==> src/design/c2dme_pkg.sv <==
`timescale 1ns / 1ps
package c2dme_pkg;

   localparam int CSR_DW  = 7;
   localparam int CSR_AW  = 3;
   localparam int KIND_W  = 4;

   localparam logic [1:0] MODE_SRC = 2'd0;
   localparam logic [1:0] MODE_KER = 2'd1;
   localparam logic [1:0] MODE_RUN = 2'd2;

   localparam logic [CSR_AW-1:0] REG_KIND  = 3'd0;
   localparam logic [CSR_AW-1:0] REG_SROWS = 3'd1;
   localparam logic [CSR_AW-1:0] REG_SCOLS = 3'd2;
   localparam logic [CSR_AW-1:0] REG_KROWS = 3'd3;
   localparam logic [CSR_AW-1:0] REG_KCOLS = 3'd4;

   // low two bits of the kind select the linear form
   localparam logic [1:0] SUB_FULL  = 2'd0;
   localparam logic [1:0] SUB_SAME  = 2'd1;
   localparam logic [1:0] SUB_VALID = 2'd2;
   localparam logic [1:0] SUB_VSAME = 2'd3;

   localparam logic [KIND_W-1:0] KIND_CORR_FIRST = 4'd4;
   localparam logic [KIND_W-1:0] KIND_CORR_LAST  = 4'd7;
   localparam logic [KIND_W-1:0] KIND_CIRC_FULL  = 4'd8;
   localparam logic [KIND_W-1:0] KIND_CIRC_SAME  = 4'd9;

   typedef struct packed {
      logic [1:0]         mode;
      logic [6:0]         row;
      logic [6:0]         col;
      logic signed [15:0] value;
   } req_type;

   typedef struct packed {
      logic signed [47:0] sum;
      logic               out_of_range;
   } rsp_type;

   typedef enum logic [2:0] {
      ST_IDLE,
      ST_RUN,
      ST_DRAIN1,
      ST_DRAIN2,
      ST_FINISH
   } state_type;

   typedef struct packed {
      logic wr_src;
      logic wr_ker;
      logic start;
      logic step;
      logic out_load;
   } cmd_type;

   typedef struct packed {
      logic oor;
      logic last_tap;
   } sts_type;

endpackage

==> src/design/c2dme_ctrl.sv <==
`timescale 1ns / 1ps
module c2dme_ctrl
   import c2dme_pkg::*;
(
   input  logic       clock,
   input  logic       reset,
   input  logic       req_valid,
   output logic       req_ready,
   input  logic [1:0] req_mode,
   output logic       rsp_valid,
   input  logic       rsp_ready,
   input  sts_type    sts,
   output cmd_type    cmd
);

   state_type state_ff, state_in;
   logic      rsp_valid_ff, rsp_valid_in;

   always_ff @(posedge clock) begin
      if (reset) begin
         state_ff     <= ST_IDLE;
         rsp_valid_ff <= 1'b0;
      end else begin
         state_ff     <= state_in;
         rsp_valid_ff <= rsp_valid_in;
      end
   end

   always_comb begin
      state_in  = state_ff;
      req_ready = 1'b0;
      cmd       = '0;
      case (state_ff)
         ST_IDLE: begin
            req_ready = 1'b1;
            if (req_valid) begin
               case (req_mode)
                  MODE_SRC: cmd.wr_src = 1'b1;
                  MODE_KER: cmd.wr_ker = 1'b1;
                  MODE_RUN: begin
                     cmd.start = 1'b1;
                     state_in  = sts.oor ? ST_FINISH : ST_RUN;
                  end
                  default: ;
               endcase
            end
         end
         ST_RUN: begin
            cmd.step = 1'b1;
            if (sts.last_tap) state_in = ST_DRAIN1;
         end
         ST_DRAIN1: state_in = ST_DRAIN2;
         ST_DRAIN2: state_in = ST_FINISH;
         ST_FINISH: begin
            // hold until the output register is free
            if (!rsp_valid_ff || rsp_ready) begin
               cmd.out_load = 1'b1;
               state_in     = ST_IDLE;
            end
         end
         default: state_in = ST_IDLE;
      endcase
      rsp_valid_in = cmd.out_load | (rsp_valid_ff & ~rsp_ready);
   end

   assign rsp_valid = rsp_valid_ff;

endmodule

==> config.mk <==
export PLATFORM = sky130hd
export DESIGN_NAME = c2dme_ctrl
export DESIGN_NICKNAME = d
export VERILOG_FILES = /design/src/design/c2dme_pkg.sv /design/src/design/c2dme_ctrl.sv
export SDC_FILE = /design/constraint.sdc
export NUM_CORES = 1
export LEC_CHECK = 0
export BUFFER_PORTS_ARGS = -buffer_cell sky130_fd_sc_hd__buf_2
export CAP_MARGIN = 0
export CORE_AREA = 2 2 39 41
export DETAILED_ROUTE_END_ITERATION = 10
export DIE_AREA = 0 0 41 43
export SETUP_SLACK_MARGIN = 0.2
export SYNTH_ARGS = -nofsm -noshare
export SYNTH_HDL_FRONTEND = slang
export SYNTH_SLANG_ARGS = --single-unit
export TNS_END_PERCENT = 1
==> constraint.sdc <==
create_clock -name clock -period 1.69 [get_ports clock]
set_input_delay 0.0845 -clock clock [delete_from_list [all_inputs] [get_ports clock]]
set_output_delay 0.0845 -clock clock [all_outputs]
set_load 0.02 [all_outputs]
== After elaboration in Yosys (flattened, before gate mapping) ==
Cells that the tools add are included.

* Word-level logic and storage cells: 35
* Output and inout bits: 7
* Input port bits: 8
* Register bits: 4

* Bitwise operators: 3
* Equal/unequal tests: 10
* Reduce and logical (&&, ||, !) cells: 5
* Mux-type cells: 15

{| class="wikitable"
|+ Operators with widths
! cell !! number
|-
| $mux W3 || 7
|-
| $pmux W3 S5 || 1
|-
| $mux W1 || 7
|-
| $eq A3 B2 Y1 const B || 2
|-
| $ne A2 B2 Y1 const B || 3
|-
| $reduce_and A4 Y1 || 1
|-
| $eq A3 B1 Y1 const B || 1
|-
| $eq A3 B3 Y1 const B || 1
|-
| $logic_not A3 Y1 || 1
|-
| $eq A2 B1 Y1 const B || 1
|-
| $eq A2 B2 Y1 const B || 1
|-
| $logic_not A2 Y1 || 1
|-
| $ne A2 B1 Y1 const B || 1
|-
| $and A1 B1 Y1 || 1
|-
| $logic_not A1 Y1 || 1
|-
| $logic_or A1 B1 Y1 || 1
|-
| $not A1 Y1 || 1
|-
| $or A1 B1 Y1 || 1
|}

== Longest topological paths before layout ==
* Depth after elaboration: 5
* Mapped depth: 4
* Gate-level depth less buffers: 3

== Least setup slack after synthesis ==
Ideal clock, no wire load.

* Kind: flip-flop to output port
* Start point: register state_ff[1]
* End point: output port cmd[3] in the netlist's numbering
* Data required time: 1.605 ns
* Buffers on the path: 1
* Stages on the path, launching flop included: 4
* Arrival time: 1.075 ns
* Slack: 0.530 ns
* Cell sequence: dfxtp_1 > buf_6 > nor3_4 > and4b_1

{| class="wikitable"
|+ RTL lines
! what !! RTL line !! source
|-
| start, declared || c2dme_ctrl.sv:16 || <nowiki>state_type state_ff, state_in;</nowiki>
|-
| start signal, assigned || c2dme_ctrl.sv:24 || <nowiki>state_ff <= state_in;</nowiki>
|-
| end, declared || c2dme_ctrl.sv:13 || <nowiki>output cmd_type cmd</nowiki>
|}

==> flow_summary_export.csv <==
group,metric,value,unit
placed_design,globalplace.congestion,0.7679,
placed_design,portBuffers,14,
min_path,min_path_cells,2,
floorplan,fp.dieArea,1763,um^2
sta,fmax,734.0,MHz
critical_path,crit_required,1610,ps
grt,grt_use_met2,0.1344,
route,vias,296,
grt,grt_use_met1,0.1061,
clock_tree,cts_htree_levels,1,
grt,grt_first_pass_wirelength,1117,um
critical_path,endpoint_kind,"primary output",
grt,busiest_layer,"met2",
pwr,max-vdd-ir-drop,411.5,uV
pwr,pwr_density_cell,750.5,nW/um^2
grt,gr-usage-all-layers,0.09839,
critical_path,timing.rr.start,"state_ff[2]",
sta,drv_slew,0,
clock_tree,clockBufferDepth,2,
grt,use_met3,0.04188,
clock_tree,cts-resized-gates,0,
cells_and_area,final_cell_mix,"buf_2 (14), nand2_1 (5), dfxtp_1 (4), nor2_1 (3), clkbuf_4 (3)",
route,drtAntennaViolNets,0,
floorplan,row_count,14,
floorplan,core_region_area,1384,um^2
sta,min_period,1362,ps
critical_path,critPathLaunchType,"register",
route,drt_first_pass_iters,4,
min_path,holdPathEnd,"rsp_valid",
cells_and_area,mostFrequentLayoutCell,"buf_2",
placed_design,placed_cell_area,355.3,um^2
route,routed_wl,697,um
clock_tree,ctsHoldBuffers,0,
critical_path,critPathKind,"reg2out",
grt,gr-total-overflow,0,
cells_and_area,drive_above_1_share,0.4894,
floorplan,die_h,43,um
clock_tree,cts_tree,"built",
synthesis,netlist_area,287.8,um^2
critical_path,crit_fanout,10,
route,viasPerCell,4.698,
floorplan,initial_utilization,0.2080,
route,wl_per_cell,11.06,um
synthesis,synth_cell_types,21,
synthesis,synth_nets,40,
clock_tree,postCtsSetupRepairBufs,0,
sta,setup_violations,0,
clock_tree,cts_inserted_buffers,3,
cells_and_area,final_area,377.9,um^2
sta,maxSlewHeadroom,0.7340,
floorplan,ios,15,
sta,worst_slew_pin_slew,398.4,ps
pwr,p_clk_frac,0.455,
floorplan,fp.dieW,41,um
pwr,leakagePower,0.1798,nW
synthesis,yosys_warnings,0,
route,drc,0,
critical_path,reg2reg_slack,500,ps
grt,grt_pass1_vias,278,
pwr,p_int,0.0002013,W
placed_design,dpl.hpwl,464.8,um
min_path,min_from,"reset",
cells_and_area,syn_to_final_growth,31.30,%
sta,fin_skew,4.104,ps
sta,finalHoldViolations,0,
clock_tree,clk_pin_slew,40,ps
clock_tree,clk_latency,250,ps
cells_and_area,final_nets,57,
run_status,status,"completed",
cells_and_area,antennaDiodeCount,0,
job,drv_cap,0,
critical_path,r2r_cells,3,
grt,grt_antenna_before_repair,0,
critical_path,r2r-end,"state_ff[2]",
critical_path,arrival,1280,ps
sta,post-route-period-util,0.8061,
route,first_iter_violations,3,
synthesis,syn_avg_cell_area,8.993,um^2
sta,rsz0062_at_grt,"no",
pwr,power_frac_seq,0.367,
pwr,switchingPower,0.00008232,W
clock_tree,clock_sinks,4,
sta,tns,0,ps
min_path,hold_path_class,"in2reg",
synthesis,ys_ff_latch,4,
pwr,pwr-share-comb,0.178,
synthesis,ys_seq_area_frac,0.2783,
grt,grt_max_degree,11,
pwr,swShare,0.2903,
clock_tree,cts_root_buf,"clkbuf_4",
synthesis,netlist_instances,32,
## synth_stat cells, drive strengths merged
library cell | instances | share of area
nand2b | 1 | 0.022
nand3b | 1 | 0.026
and4b | 1 | 0.035
a211oi | 1 | 0.026
mux2 | 1 | 0.039
nand2 | 5 | 0.065
nor2 | 4 | 0.061
buf | 2 | 0.078
o311ai | 1 | 0.030
a311oi | 1 | 0.030
and2 | 1 | 0.022
nor3 | 3 | 0.11
nor2b | 2 | 0.043
nor3b | 1 | 0.043
and3b | 1 | 0.030
dfxtp | 4 | 0.28
a21oi | 1 | 0.017
and4bb | 1 | 0.043
## power groups by stage
| stage | logic (W) | registers (W) | clock network (W) |
|---|---|---|---|
| finish | 0.0000504 | 0.000104 | 0.000129 |
| global route | 0.0000553 | 0.000105 | 0.000137 |
| global placement | 0.0000496 | 0.000105 | 0 |
| CTS | 0.0000508 | 0.000104 | 0.000128 |
| detailed placement | 0.0000497 | 0.000106 | 0 |
| floorplan | 0.0000351 | 0.000102 | 0 |
## state kept, by name (all words and copies together), names as in the netlist
| register | flops |
|---|---|
| rsp_valid | 1 |
| state_ff | 3 |
## worst max-delay path by stage
stage | start | to | slack, ps | depth (start not counted)
after floorplan | state_ff[1] | cmd[3] | 530 | 3
after global placement | state_ff[2] | cmd[4] | 600 | 3
after detailed placement | state_ff[1] | cmd[4] | 580 | 3
after CTS | state_ff[1] | cmd[4] | 320 | 3
after global routing | state_ff[1] | cmd[4] | 260 | 3
final | state_ff[2] | cmd[4] | 330 | 3
## metal layers
layer,up-vias,routed length [um]
met5,-,0
met4,0,21
met3,4,58
met2,14,338
met1,133,279
li1,145,-
## cells by family (layout without fill, tap and decap cells)
group	after synthesis	in the layout	synth area share
AO/OA/AOI/OAI	4	4	0.1044
multiplexers	1	1	0.03913
buffers and inverters	2	17	0.07826
flip-flops	4	4	0.2783
AND/OR/NAND/NOR	21	21	0.5000
## critical path: stages (launching register included)
cell	delay [ps]
dfxtp_1	420
nor3_4	230
and4bb_2	230
buf_2	150
## stage by stage
stage / power (W) / utilization / worst slack [ps] / hold WS [ps] / instances
2_1_floorplan: 0.0001376 / - / 530.4 / 154.8 / 32
3_3_place_gp: 0.0001551 / 0.2568 / 601.1 / 326.5 / 60
3_5_place_dp: 0.0001553 / 0.2568 / 581.5 / 326.6 / 60
4_1_cts: 0.0002825 / 0.2731 / 323.6 / 79.65 / 63
5_1_grt: 0.0002966 / 0.2731 / 258.2 / 81.08 / 63
6_report: 0.0002836 / 0.2731 / 327.6 / 78.42 / 63
## area by class of cell
class | count | area, um^2
fill | 147 | 1006
timing repair buffer | 14 | 70.07
sequential | 4 | 80.08
tap | 16 | 20.02
multi-input combinational | 26 | 185.2
clock buffer | 3 | 22.52
No activity file was read; power rests on OpenSTA's default activity.
