`src/design/c2dme_pkg.sv`:
```
`timescale 1ns / 1ps
package c2dme_pkg;

   localparam int CSR_DW  = 7;
   localparam int CSR_AW  = 3;
   localparam int KIND_W  = 4;

   localparam logic [1:0] MODE_SRC = 2'd0;
   localparam logic [1:0] MODE_KER = 2'd1;
   localparam logic [1:0] MODE_RUN = 2'd2;

   localparam logic [CSR_AW-1:0] REG_KIND  = 3'd0;
   localparam logic [CSR_AW-1:0] REG_SROWS = 3'd1;
   localparam logic [CSR_AW-1:0] REG_SCOLS = 3'd2;
   localparam logic [CSR_AW-1:0] REG_KROWS = 3'd3;
   localparam logic [CSR_AW-1:0] REG_KCOLS = 3'd4;

   // low two bits of the kind select the linear form
   localparam logic [1:0] SUB_FULL  = 2'd0;
   localparam logic [1:0] SUB_SAME  = 2'd1;
   localparam logic [1:0] SUB_VALID = 2'd2;
   localparam logic [1:0] SUB_VSAME = 2'd3;

   localparam logic [KIND_W-1:0] KIND_CORR_FIRST = 4'd4;
   localparam logic [KIND_W-1:0] KIND_CORR_LAST  = 4'd7;
   localparam logic [KIND_W-1:0] KIND_CIRC_FULL  = 4'd8;
   localparam logic [KIND_W-1:0] KIND_CIRC_SAME  = 4'd9;

   typedef struct packed {
      logic [1:0]         mode;
      logic [6:0]         row;
      logic [6:0]         col;
      logic signed [15:0] value;
   } req_type;

   typedef struct packed {
      logic signed [47:0] sum;
      logic               out_of_range;
   } rsp_type;

   typedef enum logic [2:0] {
      ST_IDLE,
      ST_RUN,
      ST_DRAIN1,
      ST_DRAIN2,
      ST_FINISH
   } state_type;

   typedef struct packed {
      logic wr_src;
      logic wr_ker;
      logic start;
      logic step;
      logic out_load;
   } cmd_type;

   typedef struct packed {
      logic oor;
      logic last_tap;
   } sts_type;

endpackage

```
`src/design/c2dme_cfg.sv`:
```
`timescale 1ns / 1ps
module c2dme_cfg
   import c2dme_pkg::*;
#(
   parameter int MAX_SRC_DIM    = 64,
   parameter int MAX_KERNEL_DIM = 16,
   parameter int SD_W           = $clog2(MAX_SRC_DIM + 1),
   parameter int KD_W           = $clog2(MAX_KERNEL_DIM + 1)
) (
   input  logic              clock,
   input  logic              reset,
   input  logic              csr_we,
   input  logic [CSR_AW-1:0] csr_addr,
   input  logic [CSR_DW-1:0] csr_wdata,
   output logic [KIND_W-1:0] conv_kind,
   output logic [SD_W-1:0]   src_rows,
   output logic [SD_W-1:0]   src_cols,
   output logic [KD_W-1:0]   kernel_rows,
   output logic [KD_W-1:0]   kernel_cols
);

   localparam int SRC_RST = (MAX_SRC_DIM < 64) ? MAX_SRC_DIM : 64;
   localparam int KER_RST = (MAX_KERNEL_DIM < 3) ? MAX_KERNEL_DIM : 3;

   logic [KIND_W-1:0] kind_ff, kind_in;
   logic [SD_W-1:0]   srows_ff, srows_in, scols_ff, scols_in;
   logic [KD_W-1:0]   krows_ff, krows_in, kcols_ff, kcols_in;

   function automatic logic [SD_W-1:0] clamp_src(input logic [CSR_DW-1:0] v);
      logic [SD_W-1:0] r;
      if (v == '0) r = SD_W'(1);
      else if (32'(v) > MAX_SRC_DIM) r = SD_W'(MAX_SRC_DIM);
      else r = SD_W'(v);
      return r;
   endfunction

   function automatic logic [KD_W-1:0] clamp_ker(input logic [CSR_DW-1:0] v);
      logic [KD_W-1:0] r;
      if (v == '0) r = KD_W'(1);
      else if (32'(v) > MAX_KERNEL_DIM) r = KD_W'(MAX_KERNEL_DIM);
      else r = KD_W'(v);
      return r;
   endfunction

   always_comb begin
      kind_in  = kind_ff;
      srows_in = srows_ff;
      scols_in = scols_ff;
      krows_in = krows_ff;
      kcols_in = kcols_ff;
      if (csr_we) begin
         case (csr_addr)
            REG_KIND: begin
               // drop kinds past the last one
               if (csr_wdata <= CSR_DW'(KIND_CIRC_SAME)) kind_in = KIND_W'(csr_wdata);
            end
            REG_SROWS: srows_in = clamp_src(csr_wdata);
            REG_SCOLS: scols_in = clamp_src(csr_wdata);
            REG_KROWS: krows_in = clamp_ker(csr_wdata);
            REG_KCOLS: kcols_in = clamp_ker(csr_wdata);
            default: ;
         endcase
      end
   end

   always_ff @(posedge clock) begin
      if (reset) begin
         kind_ff  <= '0;
         srows_ff <= SD_W'(SRC_RST);
         scols_ff <= SD_W'(SRC_RST);
         krows_ff <= KD_W'(KER_RST);
         kcols_ff <= KD_W'(KER_RST);
      end else begin
         kind_ff  <= kind_in;
         srows_ff <= srows_in;
         scols_ff <= scols_in;
         krows_ff <= krows_in;
         kcols_ff <= kcols_in;
      end
   end

   assign conv_kind   = kind_ff;
   assign src_rows    = srows_ff;
   assign src_cols    = scols_ff;
   assign kernel_rows = krows_ff;
   assign kernel_cols = kcols_ff;

endmodule

```
`config.mk`:
```
export PLATFORM = sky130hd
export DESIGN_NAME = c2dme_cfg
export DESIGN_NICKNAME = d
export VERILOG_FILES = /design/src/design/c2dme_pkg.sv /design/src/design/c2dme_cfg.sv
export SDC_FILE = /design/constraint.sdc
export NUM_CORES = 1
export LEC_CHECK = 0
export ABC_AREA = 1
export BUFFER_PORTS_ARGS = -buffer_cell sky130_fd_sc_hd__buf_4
export CELL_PAD_IN_SITES_DETAIL_PLACEMENT = 0
export CELL_PAD_IN_SITES_GLOBAL_PLACEMENT = 1
export CORE_MARGIN = 2
export CORE_UTILIZATION = 36
export CTS_CLUSTER_SIZE = 40
export DETAILED_ROUTE_END_ITERATION = 10
export GPL_TIMING_DRIVEN = 0
export PLACE_DENSITY = 0.86
export SYNTH_ARGS = -nofsm -noshare
export SYNTH_HDL_FRONTEND = slang
export SYNTH_SLANG_ARGS = --single-unit
export TNS_END_PERCENT = 30
```
`constraint.sdc`:
```
create_clock -name clock -period 1.9 [get_ports clock]
set_input_delay 0.095 -clock clock [delete_from_list [all_inputs] [get_ports clock]]
set_output_delay 0.095 -clock clock [all_outputs]
set_load 0.01 [all_outputs]
```
Word-level counts from Yosys, hierarchy flattened
Cells that the tools add are included.

word-level totals
  register bits after elaboration = 28
  latch bits = 0
  RAM bits = 0
  ROM bits = 0
  input bits = 13
  output and inout port bits = 28
  logic and storage cells = 23
  memories = 0

cells by class
  add/subtract/negate cells = 0
  multiply operators = 0
  divide/modulo/power cells = 0
  $lt $le $gt $ge = 3
  equal/unequal tests = 4
  shifts and indexed selects = 0
  muxes and demuxes = 4
  bitwise logic cells = 0
  reduce and logical (&&, ||, !) cells = 7

operators by type and width
  cell                                                            count
  2-to-1 mux 7 bit                                                2
  2-to-1 mux 5 bit                                                2
  AND reduction 2 bit                                             4
  greater-than comparator 7 x 5 -> 1 bit, second input constant   1
  greater-than comparator 7 bit, second input constant            1
  less-or-equal comparator 7 x 4 -> 1 bit, second input constant  1
  zero test 7 bit                                                 1
  equality test 3 x 2 -> 1 bit, second input constant             2
  equality test 3 x 1 -> 1 bit, second input constant             1
  equality test 3 bit, second input constant                      1
  zero test 3 bit                                                 1
  AND reduction 3 bit                                             1

Depth between registers and ports, before layout
Gate-level depths: netlist (run 1).

  depth after elaboration = 3
  depth in mapped cells = 6
  gate-level depth less buffers = 6

Worst setup path before layout (run 1)
No wires, ideal clock.

  path type = input to register
  from = input csr_addr[2]
  to = register kind_ff[0], in the netlist conv_kind[0]
  arrival = 756 ps
  data required time = 1780 ps
  slack = 1023 ps
  cell stages on the path = 6
  buffers on the path = 0
  cell sequence = inv_1 -> nand2_2 -> nor2_1 -> nand3_1 -> nand2_1 -> a21oi_1

on the way
  longest elaborated chain between the ends = 2

RTL lines
  element                               RTL line         text
  from (decl)                           c2dme_cfg.sv:13  input logic [CSR_AW-1:0] csr_addr,
  zero test 3 bit                       c2dme_cfg.sv:52  case (csr_addr)
  AND reduction 3 bit (no source line)  --
  to (signal assigned)                  c2dme_cfg.sv:74  kind_ff <= kind_in;
  to (decl)                             c2dme_cfg.sv:25  logic [KIND_W-1:0] kind_ff, kind_in;

Every way passes these cells.
A chain may end at the register's enable or synchronous reset.

Worst setup path after layout (run 1)
  from = register scols_ff[4], in the netlist src_cols[4]
  to = output src_cols[4]

RTL lines
  element                 RTL line         text
  from (decl)             c2dme_cfg.sv:26  logic [SD_W-1:0] srows_ff, srows_in, scols_ff, scols_in;
  from (signal assigned)  c2dme_cfg.sv:70  scols_ff <= SD_W'(SRC_RST);
  from (signal assigned)  c2dme_cfg.sv:76  scols_ff <= scols_in;
  to (decl)               c2dme_cfg.sv:17  output logic [SD_W-1:0] src_cols,

No word-level cell between the ends.

==> impl_metrics.tcl, run 1 <==
set metrics [dict create \
    status "finished clean" \
    initialDrtViolationCount 32 \
    postCtsResizedCells 0 \
    ys_ff_latch 28 \
    synth_top_area_share_pct 48.4 \
    synth_area_leaders "dfxtp_1, a21oi_1, nand2_1" \
    crit_path_start_kind "flip-flop" \
    final_layout_size_suffix_gt1_share_pct 36.1 \
    grt_pass1_wl_um 4580 \
    end_kind "output port" \
    worst-path-max-fanout 2 \
    start_util_pct 37.9 \
    io_pins 41 \
    p_sw_share_pct 23.5 \
    vias_per_cell 4.91 \
    routed_wl_um 2690 \
    yosys-top-cells-count "dfxtp_1, nand2_1, a21oi_1, o21ai_0, nor2_1" \
    die_y_um 60.7 \
    rsz0062_at_grt "false" \
    max_slew_margin_pct 71.9 \
    die_area_um2 3680 \
    vdd_ir_drop_max_mv 0.374 \
    p_clk_share_pct 34.3 \
    wire_per_inst_um 11.9 \
    critPathTopFamily "flip-flops" \
    remaining_drc_errors 0 \
    synth.distinct_cells 19 \
    ant_nets 0 \
    seq_area_frac_synth_pct 48.4 \
    fin_tns_setup_ps 0 \
    gp_congestion 0.777 \
    p_seq_share_pct 53.5 \
    grt_usage_pct 16.6 \
    drtPass1Iterations 4 \
    maxSlewViolCount 0 \
    p_per_area_nw_per_um2 736 \
    netlist_instances 140 \
    cp_slowest_cell "dfxtp_1" \
    die_w_um 60.7 \
    grt_pass1_vias 1018 \
    path_clk_slew_ps 150 \
    syn_area_per_cell_um2 8.27 \
    clock_tree.root_cell "clkbuf_4" \
    worst_slew_pin_slew_ps 418 \
    post-route-min-period_ps 950 \
    cap_violations 0 \
    holdPathEnd "src_rows[6]" \
    hold_depth 3 \
    setup-violations-final 0 \
    synth_nets 153 \
    crit_buf_inv 1 \
    synth_flop_cell "dfxtp_1" \
    fin_crit_sh_pct 50.0 \
    place.detailed.hpwl_um 2120 \
    crit_chain "buf_4" \
    grt_overflow 0 \
    synthArstFlopShare_pct 0 \
    reg2regPathDepth 2 \
    cp.depth 1 \
    num_vias 1114 \
    yosys_warnings 0 \
    h-tree-depth 1 \
    cp_slowest_stage_delay_ps 390 \
    synth-edff-count 0 \
    post_cts_buffers 0 \
    yosysMostFrequentCell "dfxtp_1" \
    combPwrFrac_pct 12.2 \
    row_count 20 \
    reg2reg_slack_ps 1220 \
    hold_viol 0 \
    p_int_uw 877 \
    diodes 0 \
    ctsHoldBuffers 0 \
    antenna_found_initial 0 \
    yosysTopAreaCell "dfxtp_1" \
    grt_max_degree 17 \
    critical_path_class "flip-flop to output port" \
    area_delta_synth_final_pct 34.6 \
    worstPathArrival_ps 860 \
    skew_ps 0 \
    numClockSinks 28 \
    tritoncts "built" \
    p_sw_uw 270 \
    syn-cell-area_um2 1160 \
    io_buffers 39 \
    r2r-start "src_rows[3]" \
    hp-start "csr_wdata[6]" \
    clk_path_buf_depth 2 \
    setup_slack_ps 950 \
    core_um2 3050 \
    power_leakage_nw 0.675 \
    hold_slack_ps 19.2 \
    post-place-ws_ps 751 \
    numCtsBuffers 3 \
    crit_required_ps 1800 \
    hp-class "input port to flip-flop" \
    r2r-end "src_rows[3]" \
    fin_nets 197 \
    clk_latency_ps 330 \
    fmax_ghz 1.05 \
]
==> flip-flops by register name, indices dropped and copies added (netlist names) <==
register and flops:
src_cols 7, kernel_rows 5, conv_kind 4, kernel_cols 5, src_rows 7
==> final cells by class <==
type                            count  area, um2
Buffer                              4       32.5
Clock buffer                        3       22.5
Clock inverter                      1       30.0
Fill cell                         306       1500
Inverter                           12       45.0
Multi-Input combinational cell     96        519
Sequential cell                    28        561
Tap cell                           44       55.1
Timing Repair Buffer               39        293
==> layer usage <==
layer | vias up | share of wire [%] | track usage (%)
li1 | 560 | - | -
met1 | 514 | 48 | 21.4
met2 | 35 | 46 | 27.2
met3 | 5 | 4.8 | 3.41
met4 | 0 | 1.5 | 6.52
met5 | - | 0 | 0
==> per-stage QoR <==
stage                     total power [mW]  utilization (%)  cells  cell area, um2
after floorplan                      0.698                -    140            1160
after global placement               0.765             49.3    223            1510
after detailed placement             0.767             49.3    223            1510
after CTS                             1.15             51.0    227            1560
after global routing                  1.20             51.0    227            1560
final                                 1.15             51.0    227            1560
==> worst max-delay path by stage <==
| stage | start | end |
|---|---|---|
| after CTS | src_cols[4] | src_cols[4] |
| after detailed placement | csr_addr[0] | kernel_cols[2] |
| after global placement | csr_addr[0] | kernel_cols[2] |
| final | src_cols[4] | src_cols[4] |
| after global routing | src_cols[4] | src_cols[4] |
| after floorplan | csr_addr[2] | conv_kind[0] |
==> power by group through the flow <==
stage | Clock (mW) | Sequential, mW | Combinational [mW]
2_1_floorplan | 0 | 0.634 | 0.0645
3_3_place_gp | 0 | 0.626 | 0.139
3_5_place_dp | 0 | 0.626 | 0.141
4_1_cts | 0.399 | 0.614 | 0.141
5_1_grt | 0.426 | 0.616 | 0.156
6_report | 0.393 | 0.614 | 0.140
==> cell families (layout without fill, tap and decap cells) <==
family / after synthesis / after routing / share of synthesized area (%)
buffers and inverters: 16 / 59 / 6.70
flip-flops: 28 / 28 / 48.4
AND/OR/NAND/NOR: 50 / 50 / 21.9
AO/OA/AOI/OAI: 46 / 46 / 22.9
==> cell usage in the layout, fill, tap and decap left out <==
cell type / instances
o21ai_1: 3
a21oi_2: 5
nand2_1: 23
nand2_2: 2
bufinv_16: 1
clkbuf_4: 3
dfxtp_1: 28
clkbuf_2: 1
nor2_2: 2
a21oi_1: 19
o21ai_2: 3
nand3_1: 5
nor2_1: 10
buf_6: 2
buf_4: 39
inv_2: 4
o211ai_1: 2
nand4_1: 5
buf_2: 1
inv_1: 8
o21ai_0: 14
nor3_4: 3
(Power assumes the default switching activity.)
==> inputs of run 2 (changes only) <==
--- a/config.mk
+++ b/config.mk
@@ -10,11 +10,11 @@
 export CELL_PAD_IN_SITES_DETAIL_PLACEMENT = 0
 export CELL_PAD_IN_SITES_GLOBAL_PLACEMENT = 1
 export CORE_MARGIN = 2
-export CORE_UTILIZATION = 36
+export CORE_UTILIZATION = 31
 export CTS_CLUSTER_SIZE = 40
 export DETAILED_ROUTE_END_ITERATION = 10
 export GPL_TIMING_DRIVEN = 0
-export PLACE_DENSITY = 0.86
+export PLACE_DENSITY = 0.79
 export SYNTH_ARGS = -nofsm -noshare
 export SYNTH_HDL_FRONTEND = slang
 export SYNTH_SLANG_ARGS = --single-unit
==> constraint.sdc (replaced) <==
create_clock -name clock -period 0.8 [get_ports clock]
set_input_delay 0.04 -clock clock [delete_from_list [all_inputs] [get_ports clock]]
set_output_delay 0.04 -clock clock [all_outputs]
set_load 0.01 [all_outputs]
==> run 2 against run 1 <==
  * Design area is 10% higher
  * Sequential power increased by 140%
  * Die area grew 15%
  * Clock skew did not move
  * Wire length rose by 6.0%
  * Non-clock buffer count grew 3
  * Critical path type unchanged
  * Largest cell class unchanged
  * Largest power group unchanged
==> impl_metrics.tcl, run 2 (synthesis gave the netlist of run 1 again) <==
set metrics [dict create \
    worst-path-max-fanout 2 \
    h-tree-depth 1 \
    p_per_area_nw_per_um2 1580 \
    fmax_ghz 1.28 \
    reg2reg_slack_ps 40 \
    crit_path_start_kind "flip-flop" \
    max_slew_margin_pct 79.5 \
    cap_violations 0 \
    vdd_ir_drop_max_mv 1.14 \
    io_buffers 39 \
    fin_total_pwr_mw 2.71 \
    cp_slowest_cell "dfxtp_2" \
    fin_crit_sh_pct 97.5 \
    multi_input_area_um2 551 \
    drtPass1Iterations 4 \
    die_y_um 65.1 \
    setup-violations-final 0 \
    design_area_um2 1720 \
    final-seq-area_um2 591 \
    remaining_drc_errors 0 \
    r2r-end "src_rows[4]" \
    clk_path_buf_depth 2 \
    reg2regPathDepth 3 \
    critical_path_class "flip-flop to output port" \
    path_clk_slew_ps 90 \
    die_w_um 65.1 \
    fin_nets 200 \
    hold_viol 0 \
    ant_nets 0 \
    maxSlewViolCount 0 \
    clock_tree.root_cell "clkbuf_8" \
    io_pins 41 \
    hold_depth 3 \
    final_layout_size_suffix_gt1_share_pct 52.7 \
    tritoncts "built" \
    wire_per_inst_um 12.2 \
    grt_overflow 0 \
    fin_util_pct 47.3 \
    grt_pass1_vias 1019 \
    vias_per_cell 4.77 \
    rsz0062_at_grt "true" \
    final_cell_mix "buf_4, dfxtp_2, nand2_1" \
    cp_slowest_stage_delay_ps 330 \
    core_um2 3630 \
    nFillCells 364 \
    cp.depth 1 \
    worst_slew_pin_slew_ps 306 \
    ctsHoldBuffers 0 \
    num_vias 1116 \
    layout_commonest_cell "buf_4" \
    gp_congestion 0.855 \
    start_util_pct 31.9 \
    routed_wl_um 2860 \
    die_area_um2 4240 \
    crit_chain "buf_4" \
    status "finished clean" \
    area_delta_synth_final_pct 48.5 \
    r2r-start "src_rows[4]" \
    grt_usage_pct 13.8 \
    numClockSinks 28 \
    hold_slack_ps 52.6 \
    end_kind "output port" \
    crit_required_ps 760 \
    diodes 0 \
    initialDrtViolationCount 29 \
    critPathTopFamily "flip-flops" \
    post-route-min-period_ps 780 \
    antenna_found_initial 0 \
    grt_pass1_wl_um 4660 \
    crit_buf_inv 1 \
    place.detailed.hpwl_um 2230 \
    power_leakage_nw 0.715 \
    clk_latency_ps 270 \
    worstPathArrival_ps 740 \
    grt_max_degree 16 \
    endpoint "src_rows[2]" \
    row_count 22 \
    numCtsBuffers 3 \
    post_dp_cell_area_um2 1510 \
    skew_ps 0 \
    hp-class "input port to flip-flop" \
    critPathLaunch "src_rows[2]" \
]
==> run 2: layer usage <==
metal  track usage (%)  vias up  part of all wire (%)
met2              23.8       23                    49
met3              3.77        0                   4.0
met4              1.56        0                     0
met5                 0        -                     0
met1              17.9      524                    46
li1                  -      569                     -
==> run 2: cell type report <==
| class | count | share of cell area (%) |
|---|---|---|
| multi-input cells | 96 | 32.0 |
| repair buffers | 42 | 21.8 |
| plain buffers | 4 | 1.89 |
| well taps | 48 | 3.49 |
| flip-flops and latches | 28 | 34.4 |
| inverters | 12 | 3.20 |
| clock buffers | 4 | 3.20 |
==> run 2: worst min-delay path by stage <==
| stage | slack [ps] | end | startpoint |
|---|---|---|---|
| after CTS | 60 | src_cols[6] | csr_wdata[6] |
| after global routing | 70 | conv_kind[3] | csr_wdata[3] |
| after floorplan | 170 | src_cols[6] | csr_wdata[6] |
| final | 50 | kernel_rows[1] | csr_wdata[1] |
| after detailed placement | 340 | kernel_cols[1] | csr_wdata[1] |
| after global placement | 330 | src_cols[6] | csr_wdata[6] |
==> run 2: power breakdown <==
group | internal [mW] | total, mW | switching (mW) | leakage, nW
clock | 0.441 | 0.864 | 0.424 | 0.0288
combinational | 0.170 | 0.382 | 0.213 | 0.452
sequential | 1.44 | 1.47 | 0.0256 | 0.234
total | 2.05 | 2.71 | 0.662 | 0.715
==> run 2: repair_timing <==
item,4_1_cts,5_1_grt
pin swaps,0,5
endpoints found under the setup margin,2,38
setup buffers,0,3
resized for setup,2,50
==> run 2: worst min-delay path: cells and delay by family <==
family	cells	cell delay, ps
buf+inv	1	120
simple gates	2	140
==> run 2: through the flow <==
| stage | TNS, ps | cells | setup WS, ps |
|---|---|---|---|
| final | 0 | 234 | 19.8 |
| after global routing | -15.4 | 234 | -6.19 |
| after CTS | 0 | 231 | 0.717 |
| after detailed placement | -5420 | 227 | -280 |
| after global placement | -5020 | 227 | -258 |
| after floorplan | 0 | 140 | 38.1 |
==> inputs of run 3 (changes only) <==
--- a/config.mk
+++ b/config.mk
@@ -7,6 +7,7 @@
 export LEC_CHECK = 0
 export ABC_AREA = 1
 export BUFFER_PORTS_ARGS = -buffer_cell sky130_fd_sc_hd__buf_4
+export CAP_MARGIN = 40
 export CELL_PAD_IN_SITES_DETAIL_PLACEMENT = 0
 export CELL_PAD_IN_SITES_GLOBAL_PLACEMENT = 1
 export CORE_MARGIN = 2
@@ -15,6 +16,7 @@
 export DETAILED_ROUTE_END_ITERATION = 10
 export GPL_TIMING_DRIVEN = 0
 export PLACE_DENSITY = 0.79
+export RECOVER_POWER = 25
 export SYNTH_ARGS = -nofsm -noshare
 export SYNTH_HDL_FRONTEND = slang
 export SYNTH_SLANG_ARGS = --single-unit
==> run 3 against run 2 <==
  * Highest routed layer unchanged
  * Clock-buffer cell count did not move
  * Wire length rose by 0.18%
  * Global-route usage did not move
  * Setup slack barely moved
  * Sequential power barely moved
  * Via count did not move
  * Design area fell by 0.44%
  * Combinational power barely moved
==> impl_metrics.tcl, run 3 (synthesis gave the netlist of run 1 again) <==
set metrics [dict create \
    combPwrFrac_pct 14.0 \
    p_sw_uw 660 \
    tritoncts "built" \
    initialDrtViolationCount 39 \
    die_w_um 65.1 \
    status "finished clean" \
    critPathTopFamily "flip-flops" \
    fin_crit_sh_pct 97.5 \
    worstPathArrival_ps 740 \
    diodes 0 \
    io_buffers 39 \
    critical_path_class "flip-flop to output port" \
    io_pins 41 \
    cp_slowest_stage_delay_ps 330 \
    worst_slew_pin_slew_ps 306 \
    gp_congestion 0.855 \
    p_seq_share_pct 54.1 \
    die_area_um2 4240 \
    worst-path-max-fanout 2 \
    start_util_pct 31.9 \
    multi_input_area_um2 543 \
    crit_path_start_kind "flip-flop" \
    crit_buf_inv 1 \
    post-route-min-period_ps 780 \
    rsz0062_at_grt "true" \
    final_layout_size_suffix_gt1_share_pct 52.7 \
    post_dp_cell_area_um2 1510 \
    design_area_um2 1710 \
    numCtsBuffers 3 \
    max_slew_margin_pct 79.5 \
    path_clk_slew_ps 90 \
    h-tree-depth 1 \
    cap_violations 0 \
    maxSlewViolCount 0 \
    fmax_ghz 1.28 \
    final-seq-area_um2 591 \
    fin_tns_setup_ps 0 \
    ant_nets 0 \
    layoutNonFillerInstCount 234 \
    grt_pass1_vias 1019 \
    clk_path_buf_depth 2 \
    row_count 22 \
    place.detailed.hpwl_um 2230 \
    skew_ps 0 \
    setup-violations-final 0 \
    end_kind "output port" \
    remaining_drc_errors 0 \
    clock_tree.root_cell "clkbuf_8" \
    ctsHoldBuffers 0 \
    final_cell_mix "buf_4, dfxtp_2, nand2_1" \
    hold_slack_ps 50.6 \
    wire_per_inst_um 12.2 \
    hp-class "input port to flip-flop" \
    p_per_area_nw_per_um2 1580 \
    die_y_um 65.1 \
    clk_latency_ps 270 \
    antenna_found_initial 0 \
    nFillCells 366 \
    layout_commonest_cell "buf_4" \
    fin_nets 200 \
    grt_overflow 0 \
    vias_per_cell 4.77 \
    hold_viol 0 \
    cp_slowest_cell "dfxtp_2" \
    p_clk_share_pct 31.9 \
    dp_cells 227 \
    grt_pass1_wl_um 4660 \
    area_delta_synth_final_pct 47.9 \
    grt_max_degree 16 \
    routed_wl_um 2860 \
    vdd_ir_drop_max_mv 1.14 \
    crit_chain "buf_4" \
    p_int_mw 2.05 \
    fin_util_pct 47.1 \
    numClockSinks 28 \
    p_sw_share_pct 24.4 \
    crit_required_ps 760 \
    core_um2 3630 \
    grt_usage_pct 13.8 \
    drtPass1Iterations 4 \
    power_leakage_nw 0.714 \
    num_vias 1116 \
]
run 3: changes by cell type in the layout (fill, tap and decap cells not counted):
cell     previous run  this run
o21ai_2             3         4
o21ai_4             1         0
run 3: timing repair:
| action | 4_1_cts | 5_1_grt |
|---|---|---|
| gates cloned | 0 | 0 |
| endpoints found under the setup margin | 2 | 38 |
| resized for setup | 2 | 50 |
| pin swaps | 0 | 5 |
| buffers inserted | 0 | 3 |
run 3: power groups by stage:
| stage | combinational [mW] | clock [mW] | sequential [mW] |
|---|---|---|---|
| 2_1_floorplan | 0.154 | 0 | 1.50 |
| 3_3_place_gp | 0.334 | 0 | 1.49 |
| 3_5_place_dp | 0.339 | 0 | 1.49 |
| 4_1_cts | 0.340 | 0.890 | 1.46 |
| 5_1_grt | 0.414 | 0.940 | 1.47 |
| 6_report | 0.379 | 0.864 | 1.47 |
run 3: per-stage QoR:
stage                     total power, mW  setup WS, ps
after floorplan                      1.66          38.1
after global placement               1.82          -258
after detailed placement             1.83          -280
after CTS                            2.69         0.717
after global routing                 2.83         -6.19
final                                2.71          19.8
run 3: final timing paths:
check | startpoint | to | slack (ps) | cells past startpoint
worst min register to register | conv_kind[2] | conv_kind[2] | 460 | 2
worst max-delay path | src_rows[2] | src_rows[2] | 20 | 1
worst min-delay path | csr_wdata[6] | src_cols[6] | 50 | 3
worst max register to register | src_rows[4] | src_rows[4] | 40 | 3
run 3: layout make-up:
cell class | instances | area share [%]
tap | 48 | 3.51
clock buffer | 4 | 3.22
timing repair buffer | 42 | 21.9
buffer | 4 | 1.90
sequential | 28 | 34.5
multi-input combinational | 96 | 31.7
inverter | 12 | 3.22
run 3: layer usage:
metal  track usage, %  wire length (um)
met1             17.9              1330
met2             23.8              1410
met3             3.77               115
met4             1.56                 0
met5                0                 0
